### config.mk
export PLATFORM = sky130hd
export DESIGN_NAME = adaptive_jitter_latency_estimator_top
export DESIGN_NICKNAME = d
export VERILOG_FILES = /design/src/hw/rtl/ajle_pkg.sv /design/src/hw/rtl/ajle_iter_unit.sv /design/src/hw/rtl/adaptive_jitter_latency_estimator_top.sv
export SDC_FILE = /design/constraint.sdc
export NUM_CORES = 1
export LEC_CHECK = 0
export ABC_CLOCK_PERIOD_IN_PS = 9340
export BUFFER_PORTS_ARGS = -buffer_cell sky130_fd_sc_hd__buf_4
export CAP_MARGIN = 30
export CORE_ASPECT_RATIO = 0.9
export CORE_MARGIN = 3
export CORE_UTILIZATION = 50
export DETAILED_ROUTE_END_ITERATION = 10
export PLACE_DENSITY = 0.66
export REMOVE_ABC_BUFFERS = 1
export SLEW_MARGIN = 20
export SYNTH_ARGS = -nofsm -noshare
export SYNTH_HDL_FRONTEND = slang
export SYNTH_SLANG_ARGS = --single-unit
### constraint.sdc
create_clock -name aclk -period 9.34 [get_ports aclk]
set_input_delay 0 -clock aclk [delete_from_list [all_inputs] [get_ports aclk]]
set_output_delay 0 -clock aclk [all_outputs]
set_load 0.1 [all_outputs]
### src/hw/rtl/ajle_pkg.sv
`default_nettype none

package ajle_pkg;

    // Window sizing and startup latency
    localparam int WINDOW_DEPTH       = 20;
    localparam int MIN_FILL           = 5;
    localparam int INITIAL_LATENCY_MS = 40;

    // Field widths
    localparam int TIME_W     = 48;
    localparam int LAT_W      = 10;
    localparam int IVL_W      = 8;
    localparam int STAT_W     = 2;
    localparam int WCNT_W     = 5;
    localparam int CFG_IDX_W  = 2;
    localparam int CFG_DATA_W = LAT_W;

    // Stream payload widths, tdata padded to whole bytes
    localparam int S_TDATA_W = 48;
    localparam int M_TDATA_W = 16;
    localparam int M_TUSER_W = STAT_W;

    // Register reset values
    localparam int MIN_LAT_RST = 20;
    localparam int MAX_LAT_RST = 200;
    localparam int MAX_IVL_RST = 200;

    // Register indexes on the config channel
    localparam logic [CFG_IDX_W-1:0] REG_MIN_LAT = 2'd0;
    localparam logic [CFG_IDX_W-1:0] REG_MAX_LAT = 2'd1;
    localparam logic [CFG_IDX_W-1:0] REG_MAX_IVL = 2'd2;

    // Derived storage widths
    localparam int IDX_W    = (WINDOW_DEPTH > 1) ? $clog2(WINDOW_DEPTH) : 1;
    localparam int FILL_MAX = (WINDOW_DEPTH > MIN_FILL) ? WINDOW_DEPTH : MIN_FILL;
    localparam int FILL_W   = $clog2(FILL_MAX + 1);
    localparam int VAL_MAX  = (2 ** IVL_W) - 1;
    localparam int VAR_MAX  = WINDOW_DEPTH * VAL_MAX * VAL_MAX;
    localparam int VAR_W    = $clog2(VAR_MAX + 1);
    localparam int OP_W     = VAR_W + (VAR_W % 2);
    localparam int ROOT_W   = OP_W / 2;
    localparam int REM_W    = ROOT_W + FILL_W + 2;
    localparam int CNT_W    = $clog2(OP_W + 1);
    localparam int TGT_W    = ROOT_W + 2;

    // Result status codes
    typedef enum logic [STAT_W-1:0] {
        ST_FIRST   = 2'd0,
        ST_REJECT  = 2'd1,
        ST_WARMUP  = 2'd2,
        ST_UPDATED = 2'd3
    } status_t;

    // Shared divide / square root unit handshake
    typedef struct packed {
        logic              start;
        logic              is_sqrt;
        logic [OP_W-1:0]   operand;
        logic [FILL_W-1:0] divisor;
    } iter_req_t;

    typedef struct packed {
        logic            done;
        logic [OP_W-1:0] result;
    } iter_rsp_t;

endpackage

`default_nettype wire

### src/hw/rtl/ajle_iter_unit.sv
`default_nettype none

// Shared restoring divide / digit-by-digit square root: one compare and
// subtract per cycle. Division takes OP_W steps, square root OP_W/2.
module ajle_iter_unit import ajle_pkg::*; (
    input  wire logic      aclk,
    input  wire logic      aresetn,
    input  wire iter_req_t req,
    output iter_rsp_t      rsp
);

    logic              busy_reg;
    logic              done_reg;
    logic              sqrt_reg;
    logic [CNT_W-1:0]  cnt_reg;
    logic [OP_W-1:0]   opnd_reg;
    logic [REM_W-1:0]  rem_reg;
    logic [OP_W-1:0]   q_reg;
    logic [FILL_W-1:0] div_reg;

    logic [REM_W+1:0]  rem_sh;
    logic [REM_W+1:0]  trial;
    logic [REM_W+1:0]  rem_diff;
    logic              ge;
    logic [REM_W-1:0]  rem_next;
    logic [OP_W-1:0]   q_next;

    // Bring down the next digit and try the subtraction
    always_comb begin
        if (sqrt_reg) begin
            rem_sh = {rem_reg, opnd_reg[OP_W-1 -: 2]};
            trial  = {q_reg[REM_W-1:0], 2'b01};
        end else begin
            rem_sh = {1'b0, rem_reg, opnd_reg[OP_W-1]};
            trial  = (REM_W+2)'(div_reg);
        end
        ge       = (rem_sh >= trial);
        rem_diff = rem_sh - trial;
        rem_next = ge ? rem_diff[REM_W-1:0] : rem_sh[REM_W-1:0];
        q_next   = {q_reg[OP_W-2:0], ge};
    end

    // Sequence the steps
    always_ff @(posedge aclk) begin
        if (!aresetn) begin
            busy_reg <= 1'b0;
            done_reg <= 1'b0;
        end else begin
            done_reg <= !req.start && busy_reg && (cnt_reg == CNT_W'(1));
            if (req.start) begin
                busy_reg <= 1'b1;
            end else if (busy_reg && (cnt_reg == CNT_W'(1))) begin
                busy_reg <= 1'b0;
            end
        end
    end

    // Operand, partial remainder and quotient
    always_ff @(posedge aclk) begin
        if (req.start) begin
            sqrt_reg <= req.is_sqrt;
            opnd_reg <= req.operand;
            div_reg  <= req.divisor;
            rem_reg  <= '0;
            q_reg    <= '0;
            cnt_reg  <= req.is_sqrt ? CNT_W'(ROOT_W) : CNT_W'(OP_W);
        end else if (busy_reg) begin
            opnd_reg <= sqrt_reg ? (opnd_reg << 2) : (opnd_reg << 1);
            rem_reg  <= rem_next;
            q_reg    <= q_next;
            cnt_reg  <= cnt_reg - 1'b1;
        end
    end

    assign rsp.done   = done_reg;
    assign rsp.result = q_reg;

endmodule

`default_nettype wire

### src/hw/rtl/adaptive_jitter_latency_estimator_top.sv
`default_nettype none

// Channel   Dir  Handshake              Payload
// s_        in   s_tvalid / s_tready    s_tdata: arrival_time_ms
// m_        out  m_tvalid / m_tready    m_tdata: latency_ms, window_count; m_tuser: status
// cfg_      in   cfg_valid / cfg_ready  cfg_index, cfg_wdata
//
// A first arrival, a rejected interval or a warming-up window gives its
// result in the cycle after the transaction. A latency update walks the
// window twice through the single read port and uses the shared divide/sqrt
// unit three times. Reset is synchronous, active low; the window store
// needs no clearing. Input is held off while an update runs and until the
// result register is free or being drained.
module adaptive_jitter_latency_estimator_top import ajle_pkg::*; (
    input  wire logic                  aclk,
    input  wire logic                  aresetn,
    input  wire logic                  s_tvalid,
    output logic                       s_tready,
    input  wire logic [S_TDATA_W-1:0]  s_tdata,   // [47:0] arrival_time_ms
    output logic                       m_tvalid,
    input  wire logic                  m_tready,
    output logic [M_TDATA_W-1:0]       m_tdata,   // [9:0] latency_ms, [14:10] window_count
    output logic [M_TUSER_W-1:0]       m_tuser,   // [1:0] status
    input  wire logic                  cfg_valid,
    output logic                       cfg_ready,
    input  wire logic [CFG_IDX_W-1:0]  cfg_index,
    input  wire logic [CFG_DATA_W-1:0] cfg_wdata
);

    typedef enum logic [5:0] {
        S_IDLE    = 6'b000001,
        S_SUM     = 6'b000010,
        S_DIV_AVG = 6'b000100,
        S_VAR     = 6'b001000,
        S_DIV_VAR = 6'b010000,
        S_SQRT    = 6'b100000
    } state_t;

    state_t              state_reg;
    logic [LAT_W-1:0]    min_lat_reg;
    logic [LAT_W-1:0]    max_lat_reg;
    logic [IVL_W-1:0]    max_ivl_reg;
    logic [TIME_W-1:0]   prev_reg;
    logic                have_prev_reg;
    logic [FILL_W-1:0]   fill_reg;
    logic [IDX_W-1:0]    head_reg;
    logic [LAT_W-1:0]    cur_lat_reg;
    logic [FILL_W-1:0]   idx_reg;
    logic [VAR_W-1:0]    acc_reg;
    logic [IVL_W-1:0]    avg_reg;
    logic                rd_valid_reg;
    logic [IVL_W-1:0]    rd_data_reg;
    logic                sq_valid_reg;
    logic [2*IVL_W-1:0]  sq_reg;
    logic                m_tvalid_reg;
    logic [LAT_W-1:0]    out_lat_reg;
    status_t             out_stat_reg;
    logic [WCNT_W-1:0]   out_cnt_reg;

    logic [IVL_W-1:0]    win_mem [WINDOW_DEPTH];

    logic                accept;
    logic [TIME_W-1:0]   now;
    logic [TIME_W-1:0]   diff;
    logic                backwards;
    logic                in_range;
    logic                keep;
    logic [FILL_W-1:0]   fill_inc;
    logic [IDX_W-1:0]    head_inc;
    logic                warm;
    logic                rd_go;
    logic                sum_done;
    logic                var_done;
    logic [IVL_W-1:0]    dev;
    logic [ROOT_W-1:0]   stddev;
    logic [TGT_W-1:0]    target;
    logic [TGT_W-1:0]    raised;
    logic [LAT_W-1:0]    clamped;
    logic [LAT_W+1:0]    lat_sum;
    logic [LAT_W-1:0]    lat_new;
    logic                out_load;
    logic [LAT_W-1:0]    out_lat_next;
    status_t             out_stat_next;
    logic [FILL_W-1:0]   out_fill_next;
    iter_req_t           iter_req;
    iter_rsp_t           iter_rsp;

    ajle_iter_unit u_iter (
        .aclk    (aclk),
        .aresetn (aresetn),
        .req     (iter_req),
        .rsp     (iter_rsp)
    );

    // Input side: interval, range check and window bookkeeping
    assign s_tready  = (state_reg == S_IDLE) && (!m_tvalid_reg || m_tready);
    assign accept    = s_tvalid && s_tready;
    assign now       = s_tdata[TIME_W-1:0];
    assign diff      = now - prev_reg;
    assign backwards = (now < prev_reg);
    assign in_range  = (diff[TIME_W-1:IVL_W] == '0) && (diff[IVL_W-1:0] <= max_ivl_reg);
    assign keep      = have_prev_reg && !backwards && in_range;
    assign fill_inc  = (fill_reg < FILL_W'(WINDOW_DEPTH)) ? fill_reg + 1'b1 : fill_reg;
    assign head_inc  = (head_reg == IDX_W'(WINDOW_DEPTH - 1)) ? '0 : head_reg + 1'b1;
    assign warm      = (fill_inc < FILL_W'(MIN_FILL));

    // Window walk control
    assign rd_go    = (idx_reg < fill_reg);
    assign sum_done = (state_reg == S_SUM) && (idx_reg == fill_reg) && !rd_valid_reg;
    assign var_done = (state_reg == S_VAR) && (idx_reg == fill_reg) && !rd_valid_reg
                      && !sq_valid_reg;
    assign dev      = (rd_data_reg >= avg_reg) ? rd_data_reg - avg_reg : avg_reg - rd_data_reg;

    // Launch divide by fill after each walk, then square root of the variance
    always_comb begin
        iter_req.start   = sum_done || var_done || ((state_reg == S_DIV_VAR) && iter_rsp.done);
        iter_req.is_sqrt = (state_reg == S_DIV_VAR);
        iter_req.operand = (state_reg == S_DIV_VAR) ? iter_rsp.result : OP_W'(acc_reg);
        iter_req.divisor = fill_reg;
    end

    // Target = avg + 2*stddev, clamp, then smooth toward it
    always_comb begin
        stddev  = iter_rsp.result[ROOT_W-1:0];
        target  = TGT_W'(avg_reg) + {1'b0, stddev, 1'b0};
        raised  = (target < TGT_W'(min_lat_reg)) ? TGT_W'(min_lat_reg) : target;
        clamped = (raised > TGT_W'(max_lat_reg)) ? max_lat_reg : raised[LAT_W-1:0];
        lat_sum = {2'b00, cur_lat_reg} + {1'b0, cur_lat_reg, 1'b0} + {2'b00, clamped};
        lat_new = lat_sum[LAT_W+1:2];
    end

    // Select what goes into the result register
    always_comb begin
        out_load      = 1'b0;
        out_lat_next  = cur_lat_reg;
        out_stat_next = ST_FIRST;
        out_fill_next = fill_reg;
        if (accept) begin
            if (!have_prev_reg) begin
                out_load = 1'b1;
            end else if (!keep) begin
                out_load      = 1'b1;
                out_stat_next = ST_REJECT;
            end else if (warm) begin
                out_load      = 1'b1;
                out_stat_next = ST_WARMUP;
                out_fill_next = fill_inc;
            end
        end else if ((state_reg == S_SQRT) && iter_rsp.done) begin
            out_load      = 1'b1;
            out_lat_next  = lat_new;
            out_stat_next = ST_UPDATED;
        end
    end

    // Control state
    always_ff @(posedge aclk) begin
        if (!aresetn) begin
            state_reg     <= S_IDLE;
            min_lat_reg   <= LAT_W'(MIN_LAT_RST);
            max_lat_reg   <= LAT_W'(MAX_LAT_RST);
            max_ivl_reg   <= IVL_W'(MAX_IVL_RST);
            prev_reg      <= '0;
            have_prev_reg <= 1'b0;
            fill_reg      <= '0;
            head_reg      <= '0;
            cur_lat_reg   <= LAT_W'(INITIAL_LATENCY_MS);
            rd_valid_reg  <= 1'b0;
            sq_valid_reg  <= 1'b0;
            m_tvalid_reg  <= 1'b0;
        end else begin
            // Config writes
            if (cfg_valid) begin
                case (cfg_index)
                    REG_MIN_LAT: min_lat_reg <= cfg_wdata;
                    REG_MAX_LAT: max_lat_reg <= cfg_wdata;
                    REG_MAX_IVL: max_ivl_reg <= cfg_wdata[IVL_W-1:0];
                    default: ;
                endcase
            end

            // Raise valid on a new load, else drop the result once taken
            if (out_load) begin
                m_tvalid_reg <= 1'b1;
            end else if (m_tready) begin
                m_tvalid_reg <= 1'b0;
            end

            rd_valid_reg <= ((state_reg == S_SUM) || (state_reg == S_VAR)) && rd_go;
            sq_valid_reg <= (state_reg == S_VAR) && rd_valid_reg;

            case (state_reg)
                S_IDLE: begin
                    if (accept) begin
                        have_prev_reg <= 1'b1;
                        prev_reg      <= now;
                        if (keep) begin
                            head_reg <= head_inc;
                            fill_reg <= fill_inc;
                            if (!warm) begin
                                state_reg <= S_SUM;
                            end
                        end
                    end
                end
                S_SUM: begin
                    if (sum_done) begin
                        state_reg <= S_DIV_AVG;
                    end
                end
                S_DIV_AVG: begin
                    if (iter_rsp.done) begin
                        state_reg <= S_VAR;
                    end
                end
                S_VAR: begin
                    if (var_done) begin
                        state_reg <= S_DIV_VAR;
                    end
                end
                S_DIV_VAR: begin
                    if (iter_rsp.done) begin
                        state_reg <= S_SQRT;
                    end
                end
                S_SQRT: begin
                    if (iter_rsp.done) begin
                        cur_lat_reg <= lat_new;
                        state_reg   <= S_IDLE;
                    end
                end
                default: begin
                    state_reg <= S_IDLE;
                end
            endcase
        end
    end

    // Window walks: sum, then squared deviations from the mean
    always_ff @(posedge aclk) begin
        case (state_reg)
            S_IDLE: begin
                idx_reg <= '0;
                acc_reg <= '0;
            end
            S_SUM: begin
                if (rd_go) begin
                    idx_reg <= idx_reg + 1'b1;
                end
                if (rd_valid_reg) begin
                    acc_reg <= acc_reg + VAR_W'(rd_data_reg);
                end
            end
            S_DIV_AVG: begin
                idx_reg <= '0;
                acc_reg <= '0;
                if (iter_rsp.done) begin
                    avg_reg <= iter_rsp.result[IVL_W-1:0];
                end
            end
            S_VAR: begin
                if (rd_go) begin
                    idx_reg <= idx_reg + 1'b1;
                end
                sq_reg <= (2*IVL_W)'(dev) * (2*IVL_W)'(dev);
                if (sq_valid_reg) begin
                    acc_reg <= acc_reg + VAR_W'(sq_reg);
                end
            end
            default: ;
        endcase
    end

    // Interval window store: one write port, one registered read port
    always_ff @(posedge aclk) begin
        if (accept && keep) begin
            win_mem[head_reg] <= diff[IVL_W-1:0];
        end
        rd_data_reg <= win_mem[idx_reg[IDX_W-1:0]];
    end

    // Result register
    always_ff @(posedge aclk) begin
        if (out_load) begin
            out_lat_reg  <= out_lat_next;
            out_stat_reg <= out_stat_next;
            out_cnt_reg  <= WCNT_W'(out_fill_next);
        end
    end

    assign m_tvalid  = m_tvalid_reg;
    assign m_tdata   = M_TDATA_W'({out_cnt_reg, out_lat_reg});
    assign m_tuser   = out_stat_reg;
    assign cfg_ready = 1'b1;

endmodule

`default_nettype wire

-- Word level (Yosys, flattened, before mapping)
Memories as Yosys holds them, arrays and structs flattened. A register that Yosys moved wholly into a read port is not among the register bits.
Cells that the tools add are included.
- multiplexer cells: 51
- $lt $le $gt $ge: 9
- multiply operators: 1
- eq/ne operators: 22
- add/sub/neg operators: 13
- reductions and logical operators: 46
- operator list (cell ; count):
    2-to-1 mux 22 bit ; 4
    one-hot mux 21 bit (3 select lines) ; 1
    2-to-1 mux 5 bit ; 10
    < comparator 48 bit ; 1
    2-to-1 mux 6 bit ; 8
    subtractor 48 bit ; 1
    2-to-1 mux 21 bit ; 2
    zero test 40 bit ; 1
    2-to-1 mux 20 bit ; 2
    one-hot mux 6 bit (6 select lines) ; 1
    2-to-1 mux 10 bit ; 3
    adder 21 x 16 -> 21 bit ; 1
    adder 21 x 8 -> 21 bit ; 1
    >= comparator 20 bit ; 1
    logical AND 1 bit ; 18
    2-to-1 mux 18 bit ; 1
    subtractor 18 bit ; 1
    multiplier 8 x 8 -> 16 bit ; 1
    inequality test 2 bit (second input constant) ; 8
    subtractor 8 bit ; 2
    adder 5 x 1 -> 5 bit (second input constant) ; 3
    AND reduction 2 bit ; 7
    adder 8 x 12 -> 13 bit ; 1
    greater-than comparator 13 x 10 -> 1 bit ; 1
    34 further kinds ; 62
- bits in writable memories: 160
- bits of input ports: 65
- memories: 1
- register bits after elaboration: 248
- word-level logic and storage cells: 170
- output and inout port bits: 21
- memory list (name ; depth ; bits a word ; rd ports ; clocked after Yosys merged registers in ; write ports ; RTL line ; text):
    win_mem ; 20 ; 8 ; 1 ; 1 ; 1 ; adaptive_jitter_latency_estimator_top.sv:60 ; logic [IVL_W-1:0] win_mem [WINDOW_DEPTH];

-- Depth between registers and ports, before layout
Gate-level depths: netlist of run 1.
- depth after elaboration: 9
- depth in mapped cells: 39
- depth with buffers taken out: 36

-- Modules after synthesis
A second synthesis of run 1 with hierarchy kept.
- cells, all modules: 2742
- area, all modules: 26693.1 um2
- modules (own cells, without submodules) (module ; times used ; cells each ; sequential area each (um2) ; area an instance (um2)):
    adaptive_jitter_latency_estimator_top ; 1 ; 2255 ; 9068.7 ; 22094.9
    ajle_iter_unit ; 1 ; 487 ; 1831.8 ; 4598.2

-- Worst setup path before layout of run 1
OpenSTA, ideal clock, no wires.
- path kind: reg-to-reg
- start: reg avg_reg[1]
- end: reg cur_lat_reg[9]
- required time: 9.225 ns
- data arrival time: 7.072 ns
- buffers on the path: 3
- cell stages (with the launch flop): 39
- library setup time: 0.115 ns
- slack: 2.153 ns
- period minus slack after synthesis: 7.187 ns
- cells stage by stage: edfxtp_1 ha_1 inv_1 fa_1 nor2b_1 o31a_1 o21bai_1 nand2b_1 nand2_1 xnor2_1 ha_1 and3_1 nand3_1 o21ai_0 nor2_1 buf_1 mux2_2 ha_1 (+3 left out) o32ai_1 nand2b_1 clkbuf_1 buf_1 mux2i_1 fa_1 nor3_1 fa_1 a21o_1 a21oi_1 o21bai_1 a21oi_1 o21bai_1 a21oi_1 nor2_1 o21ai_0 a22oi_1 and2_1
- cells in the longest elaborated chain, start to end: 6
- ends and longest elaborated chain (element ; RTL line ; text):
    start: declaration ; adaptive_jitter_latency_estimator_top.sv:50 ; logic [IVL_W-1:0] avg_reg;
    start signal: assignment ; adaptive_jitter_latency_estimator_top.sv:258 ; avg_reg <= iter_rsp.result[IVL_W-1:0];
    adder 8 x 12 -> 13 bit (*) ; adaptive_jitter_latency_estimator_top.sv:125 ; target = TGT_W'(avg_reg) + {1'b0, stddev, 1'b0};
    < comparator 13 x 10 -> 1 bit ; adaptive_jitter_latency_estimator_top.sv:126 ; raised = (target < TGT_W'(min_lat_reg)) ? TGT_W'(min_lat_reg) : target;
    2-to-1 mux 13 bit (*) ; adaptive_jitter_latency_estimator_top.sv:126 ;
    greater-than comparator 13 x 10 -> 1 bit ; adaptive_jitter_latency_estimator_top.sv:127 ; clamped = (raised > TGT_W'(max_lat_reg)) ? max_lat_reg : raised[LAT_W-1:0];
    2-to-1 mux 10 bit (*) ; adaptive_jitter_latency_estimator_top.sv:127 ;
    adder 12 x 10 -> 12 bit (*) ; adaptive_jitter_latency_estimator_top.sv:128 ; lat_sum = {2'b00, cur_lat_reg} + {1'b0, cur_lat_reg, 1'b0} + {2'b00, clamped};
    end signal: assignment ; adaptive_jitter_latency_estimator_top.sv:167 ; cur_lat_reg <= LAT_W'(INITIAL_LATENCY_MS);
    end signal: assignment ; adaptive_jitter_latency_estimator_top.sv:228 ; cur_lat_reg <= lat_new;
    end: declaration ; adaptive_jitter_latency_estimator_top.sv:47 ; logic [LAT_W-1:0] cur_lat_reg;
Mark *: on every way between the ends. The rest lies on a longest branch, timed or not.
A chain may end at the register's enable or synchronous reset.

-- Worst setup path after layout of run 1
- start: reg u_iter.q_reg[0]
- end: reg cur_lat_reg[9]
- cells in the longest elaborated chain, start to end: 6
- ends and longest elaborated chain (element ; RTL line ; text):
    start: declaration ; ajle_iter_unit.sv:18 ; logic [OP_W-1:0] q_reg;
    start signal: assignment ; ajle_iter_unit.sv:70 ; q_reg <= q_next;
    adder 8 x 12 -> 13 bit (*) ; adaptive_jitter_latency_estimator_top.sv:125 ;
    < comparator 13 x 10 -> 1 bit ; adaptive_jitter_latency_estimator_top.sv:126 ;
    2-to-1 mux 13 bit (*) ; adaptive_jitter_latency_estimator_top.sv:126 ;
    greater-than comparator 13 x 10 -> 1 bit ; adaptive_jitter_latency_estimator_top.sv:127 ;
    2-to-1 mux 10 bit (*) ; adaptive_jitter_latency_estimator_top.sv:127 ;
    adder 12 x 10 -> 12 bit (*) ; adaptive_jitter_latency_estimator_top.sv:128 ;
Marked as above.

==> impl_results.md, run 1 <==
* Worst setup SP type: flip-flop
* Share of synthesized flip-flops with an asynchronous set or reset at 0%
* Maximum frequency from static timing analysis at 121 MHz
* I/O pins at 86
* Commonest register cell after synthesis: sky130_fd_sc_hd__edfxtp_1
* Cell types occupying the most area after synthesis: sky130_fd_sc_hd__edfxtp_1 30%, sky130_fd_sc_hd__dfxtp_1 12%, sky130_fd_sc_hd__ha_1 8.8%
* Number of enable flip-flop cells after synthesis at 259
* Total of max-cap violations at 0
* DIE AREA at 0.0554 mm^2
* Slowest stage cell on the critical path: sky130_fd_sc_hd__nor2_1
* First-pass GRT wire length at 110000 um
* Placeable Area at between 0.05 and 0.06 mm^2
* Endpoints failing hold at 0
* Wire length the detailed router placed on met1 at around 31000 um
* Inserted Clock Buffers at 45
* Count of pins over their slew limit at 0
* Via count at 20300
* Top routing layer in use: met4
* Overall routing resource usage at between 20% and 30%
* Skew final at ~25 ps
* Sequential element share of the synthesized area at 41.4%
* Average routed wire per standard cell at 19.6 um
* Slew at the pin with the worst max-slew slack at 941 ps
* Share of the synthesized area in the top cell type at 29.6%
* Number of buffer and inverter instances along the worst setup path at 1
* Width of the chip at between 200 and 250 um
* Max_slew headroom at a little over a third
* Antenna-violating nets left at 0
* Static power due to leakage at about 0.012 uW
* Starting Density at ~51%
* Critical path class: reg2reg
* WL met2 at around 32000 um
* Peak VDD IR at approximately 0.13 mV
* Count of standard-cell rows at 79
* Net count reported at finish at 3040
* Vias per inst at 5.84
* Register Area at 0.0109 mm^2
* Maximum number of pins on one net before global-route repair at 62
* Run status: complete, no violations
* Post-DP HPWL at 49500 um
* Max FFs per register at 160
* Required time of the critical path at approximately 9800 ps
* Worst skew pair latency at 600 ps
* Drt first pass iters at 6
* CTS tree: done
* Cell count after synthesis at around 2600
* Worst min-delay path class: in2reg
* Root cell of the clock tree: sky130_fd_sc_hd__clkbuf_16
* Time the worst path needs with I/O delays and setup at approximately 8200 ps
* Critical path arrival at 8740 ps
* Delay of the slowest cell on the worst path at 690 ps
* Met3 WL post-DR at approximately 3500 um
* Synth Register Bits at 415
* Crit Path Max Fanout at 14
* Kind of end point of the critical path: flip-flop
* Num Clock Sinks at 415
* Share of layout cells above drive strength 1 at 12.4%
* Post-synth top area cell: sky130_fd_sc_hd__edfxtp_1
* Fillers at around 4400
* Residual DRC count at 0
* Final Routed Wirelength at 68100 um
* Clock transition time at the flip-flop clock pins of the worst setup and hold paths at 70 ps
* Area growth from synthesis to layout at 13.1%
* DR iter-0 viols at 1553
* Critical path's most frequent cell: sky130_fd_sc_hd__a21oi_1
* Final Setup Violations at 0
* Area of combinational cells with multiple inputs at about 0.014 mm^2
* Sum Neg Setup Slack at 0 ps
* Power consumption at 4520 uW
* Via count of the first global-routing pass at 20000
* Maximum count of clock buffers along a single path at 3
* Leftover overflow at the end of global routing at 0
* Share of the clock period used by the worst path at 88.2%
* Height of the die at 224 um
* Areal power density over the cells at 152 mW/mm^2
* Number of antenna violations at the first check in global routing at 0
* Count of input and output buffers at 83
* Yosys warning total at 0
* Average cell area after synthesis at around 10 um^2
* Final weighted congestion in routability-driven placement at 0.967
* Count of distinct cell types in the synthesized netlist at 102
* Synthesized area at about 0.026 mm^2
* CP top delay family: simple AND/OR/NAND/NOR gates
* Number of H-tree levels at 2
* RSZ-0062 raised after global routing: no
-- cells in the mapped netlist, drive strengths merged (34+ instances only) --
cell type,instances
nand2,266
edfxtp,259
nor2,216
a21oi,210
inv,209
ha,185
dfxtp,156
o21ai,131
mux2i,91
clkbuf,77
xnor2,53
mux4,48
a21o,47
mux2,45
buf,43
fa,41
nor3,40
nand3,39
and3,37
nand4,34
-- report_power, final --
part | internal [uW] | leakage [uW] | switching (uW)
logic | 260 | 0.00719 | 457
registers | 2000 | 0.00373 | 15.9
clock network | 1010 | 0.000717 | 777
total | 3270 | 0.0116 | 1250
-- cells by family (layout without fill, tap and decap cells) --
family | Yosys count | count (layout) | share of synthesized area, %
AND/OR/NAND/NOR | 792 | 792 | 14.3
multiplexers | 184 | 184 | 9.51
flip-flops | 415 | 415 | 41.4
AO/OA/AOI/OAI | 604 | 604 | 14.9
XOR/XNOR | 83 | 83 | 2.76
buffers and inverters | 331 | 480 | 5.08
other | 2 | 3 | 0.0285
adder cells (fa/ha/maj) | 226 | 226 | 11.9
-- path summary, 6_finish.rpt --
kind,start,end,slack (ps),cells after the start
max,u_iter.q_reg[0],cur_lat_reg[9],1100,34
min,s_tdata[45],prev_reg[45],210,4
max reg2reg,u_iter.q_reg[0],cur_lat_reg[9],1100,34
min reg2reg,prev_reg[17],prev_reg[17],450,2
-- placed cells by master, fill, tap and decap left out, types with 41 or more instances in the layout --
cell	synthesis	routed
sky130_fd_sc_hd__fa_1	41	41
sky130_fd_sc_hd__nor2_1	215	215
sky130_fd_sc_hd__xnor2_1	53	51
sky130_fd_sc_hd__inv_1	209	208
sky130_fd_sc_hd__edfxtp_1	259	259
sky130_fd_sc_hd__clkbuf_16	0	45
sky130_fd_sc_hd__dlygate4sd3_1	0	71
sky130_fd_sc_hd__a21o_1	47	47
sky130_fd_sc_hd__mux4_2	48	48
sky130_fd_sc_hd__o21ai_0	120	120
sky130_fd_sc_hd__a21oi_1	202	202
sky130_fd_sc_hd__mux2i_1	91	91
sky130_fd_sc_hd__ha_1	185	185
sky130_fd_sc_hd__buf_4	5	109
sky130_fd_sc_hd__mux2_2	44	44
sky130_fd_sc_hd__nand2_1	266	266
sky130_fd_sc_hd__dfxtp_1	156	155
-- metal layers --
layer / up-vias / global-route usage (%)
met4: 0 / 5.48
met3: 86 / 3.27
li1: 9759 / -
met2: 537 / 40.4
met1: 9900 / 35.5
met5: - / 0
-- cell type report --
cell class	count	area share [%]
multi-input cells	1891	47.4
clock buffers	64	4.26
repair buffers	186	5.44
well taps	688	2.89
flip-flops and latches	415	36.6
inverters	210	2.65
clock inverters	20	0.681
diodes	1	0.00841
-- metrics by stage --
stage	utilization, %	setup WS (ps)	hold WS (ps)	cell area, um^2	instances
after global routing	57.3	561	213	29700	3474
after CTS	57.2	1190	176	29700	3470
final	57.3	1100	210	29700	3475
after detailed placement	53.0	1230	255	27500	3315
after floorplan	-	2090	61.9	25800	2516
after global placement	52.9	1320	242	27500	3311
-- worst min-delay path, cell delays in order --
cell and delay, ps:
sky130_fd_sc_hd__dlygate4sd3_1 520, sky130_fd_sc_hd__buf_4 110, sky130_fd_sc_hd__nand2_1 40, sky130_fd_sc_hd__a21oi_1 100
-- what timing repair did --
action	CTS	global route
setup buffers	0	0
gates resized for setup	0	0
hold buffers	71	0
endpoints found under the hold margin	98	0
Note: power is estimated with default switching activity, not from simulation.
==> inputs of run 2 (changes only) <==
--- a/config.mk
+++ b/config.mk
@@ -10,9 +10,8 @@
 export CAP_MARGIN = 30
 export CORE_ASPECT_RATIO = 0.9
 export CORE_MARGIN = 3
-export CORE_UTILIZATION = 50
+export CORE_UTILIZATION = 36
 export DETAILED_ROUTE_END_ITERATION = 10
-export PLACE_DENSITY = 0.66
 export REMOVE_ABC_BUFFERS = 1
 export SLEW_MARGIN = 20
 export SYNTH_ARGS = -nofsm -noshare
==> impl_results.md, run 2 (synthesis results as in run 1) <==
* Run status: complete, no violations
* Placeable Area at 0.0719 mm^2
* Width of the chip at ~290 um
* Count of standard-cell rows at 93
* Sum Neg Setup Slack at 0 ps
* Share of layout cells above drive strength 1 at approximately 12%
* Num Clock Sinks at ~420
* Overall routing resource usage at 17.3%
* Peak VDD IR at 0.128 mV
* Drt first pass iters at 5
* Time the worst path needs with I/O delays and setup at 8210 ps
* Most common cell after layout, fill and taps aside: sky130_fd_sc_hd__nand2_1
* Count of pins over their slew limit at 0
* CP top delay family: simple AND/OR/NAND/NOR gates
* Endpoint of the most critical register-to-register path: cur_lat_reg[9]
* DIE AREA at 0.0764 mm^2
* I/O pins at 86
* DR iter-0 viols at 1431
* Leftover overflow at the end of global routing at 0
* Height of the die at 262 um
* Maximum count of clock buffers along a single path at 3
* Endpoints failing hold at 0
* Clock transition time at the flip-flop clock pins of the worst setup and hold paths at 60 ps
* Areal power density over the cells at approximately 150 mW/mm^2
* Kind of end point of the critical path: flip-flop
* Launch instance of the worst min-delay path: s_tvalid
* Post-DP HPWL at between 40000 and 50000 um
* Average routed wire per standard cell at 18.1 um
* Required time of the critical path at 9810 ps
* Hold Path Stages at 4
* First-pass GRT wire length at 108000 um
* Worst skew pair latency at 620 ps
* Number of buffer and inverter instances along the worst setup path at 1
* Via count of the first global-routing pass at 19800
* Slowest stage cell on the critical path: sky130_fd_sc_hd__nor2_1
* Maximum frequency from static timing analysis at 122 MHz
* Critical path class: reg2reg
* Residual DRC count at 0
* Inserted Clock Buffers at 46
* Register Area at 0.0109 mm^2
* Static power due to leakage at around 0.012 uW
* Worst setup SP type: flip-flop
* Final Setup Violations at 0
* Antenna-violating nets left at 0
* Maximum number of pins on one net before global-route repair at 62
* Slew at the pin with the worst max-slew slack at ~900 ps
* Max_slew headroom at 40.5%
* Total of max-cap violations at 0
* Final Routed Wirelength at 67600 um
* Crit Path Max Fanout at 14
* Root cell of the clock tree: sky130_fd_sc_hd__clkbuf_16
* Skew final at between 40 and 50 ps
* Net count reported at finish at 3038
* Setup slack on the worst flop-to-flop path at roughly 1100 ps
* Critical path arrival at 8680 ps
* Worst Hold Path EP: prev_reg[44]
* RSZ-0062 raised after global routing: no
* Area growth from synthesis to layout at 14.4%
* Via count at 20000
* Delay of the slowest cell on the worst path at 690 ps
* Reg-to-reg startpoint: avg_reg[1]
* Critical path's most frequent cell: sky130_fd_sc_hd__a21oi_1
* Number of H-tree levels at 2
* Starting Density at a little over a third
* Number of antenna violations at the first check in global routing at 2
* Number of cells on the worst reg-to-reg path at 34
* Top library cells by usage in the layout, fill and taps aside: 266 x sky130_fd_sc_hd__nand2_1, 259 x sky130_fd_sc_hd__edfxtp_1, 215 x sky130_fd_sc_hd__nor2_1, 208 x sky130_fd_sc_hd__inv_1, 202 x sky130_fd_sc_hd__a21oi_1
* Max FFs per register at 160
* Share of the clock period used by the worst path at between 80% and 90%
* Power consumption at 4540 uW
* Vias per inst at approximately 5.3
* Count of input and output buffers at 83
* Final weighted congestion in routability-driven placement at ~0.90
* CTS tree: done
* Worst min-delay path class: in2reg
* Fillers at 6929
* Area of combinational cells with multiple inputs at 0.0141 mm^2
-- run 2: cell count changes in the layout (fill, tap and decap cells not counted), moves of 2 or more --
cell                        delta
sky130_fd_sc_hd__buf_2         +2
sky130_fd_sc_hd__buf_4         -2
sky130_fd_sc_hd__clkbuf_16     +2
sky130_fd_sc_hd__clkinv_1      +2
sky130_fd_sc_hd__clkinv_16     +2
sky130_fd_sc_hd__clkinv_2      -3
sky130_fd_sc_hd__inv_16        -2
-- run 2: cell type report --
| type | count | area share (%) |
|---|---|---|
| multi-input combinational | 1891 | 46.9 |
| sequential | 415 | 36.2 |
| timing repair buffer | 183 | 5.21 |
| clock buffer | 65 | 4.37 |
| tap | 950 | 3.95 |
| inverter | 210 | 2.62 |
| clock inverter | 21 | 0.699 |
| antenna | 1 | 0.00832 |
-- run 2: per-stage QoR --
stage / util, % / cell area [um^2] / setup slack (ps) / hold WS, ps / instances
6_report: 41.8 / 30100 / 1130 / 15.1 / 3736
4_1_cts: 41.8 / 30000 / 1130 / 17.5 / 3731
3_3_place_gp: 38.6 / 27800 / 1190 / 255 / 3572
5_1_grt: 41.8 / 30100 / 454 / 21.0 / 3735
3_5_place_dp: 38.7 / 27800 / 1210 / 259 / 3575
2_1_floorplan: - / 25800 / 2090 / 61.9 / 2516
-- run 2: power by group --
part | switching (uW) | internal, uW
Combinational | 454 | 257
Sequential | 15.9 | 2000
Clock | 787 | 1020
-- run 2: how the worst max path moves through the flow --
stage               start              to  slack (ps)  cells past startpoint
6_report       avg_reg[1]  cur_lat_reg[9]        1130                     34
5_1_grt        avg_reg[1]  cur_lat_reg[9]         450                     34
4_1_cts        avg_reg[0]      sq_reg[15]        1130                     33
3_5_place_dp   avg_reg[1]  cur_lat_reg[9]        1210                     34
3_3_place_gp   avg_reg[1]  cur_lat_reg[9]        1190                     34
2_1_floorplan  avg_reg[1]  cur_lat_reg[9]        2090                     34
-- run 2: repair_timing --
action,4_1_cts,5_1_grt
setup buffers,0,0
hold buffers,70,0
hold endpoints to repair,95,0
gates resized for setup,0,0
-- run 2: worst reg2reg max path: cells and delay by family, from the launching register on --
family          cells  cell delay [ps]
compound gates     13             1960
xor+xnor            1              240
fa+ha+maj           6             2190
buf+inv             1               60
flops               1              440
mux                 2              870
simple gates       11             2350
-- run 2: layer usage --
layer	part of all wire (%)	track usage, %	up-vias
li1	-	-	9743
met1	48	24.8	9682
met2	46	27.7	430
met3	4.5	2.32	95
met4	2.0	4.11	0
met5	0	0	-
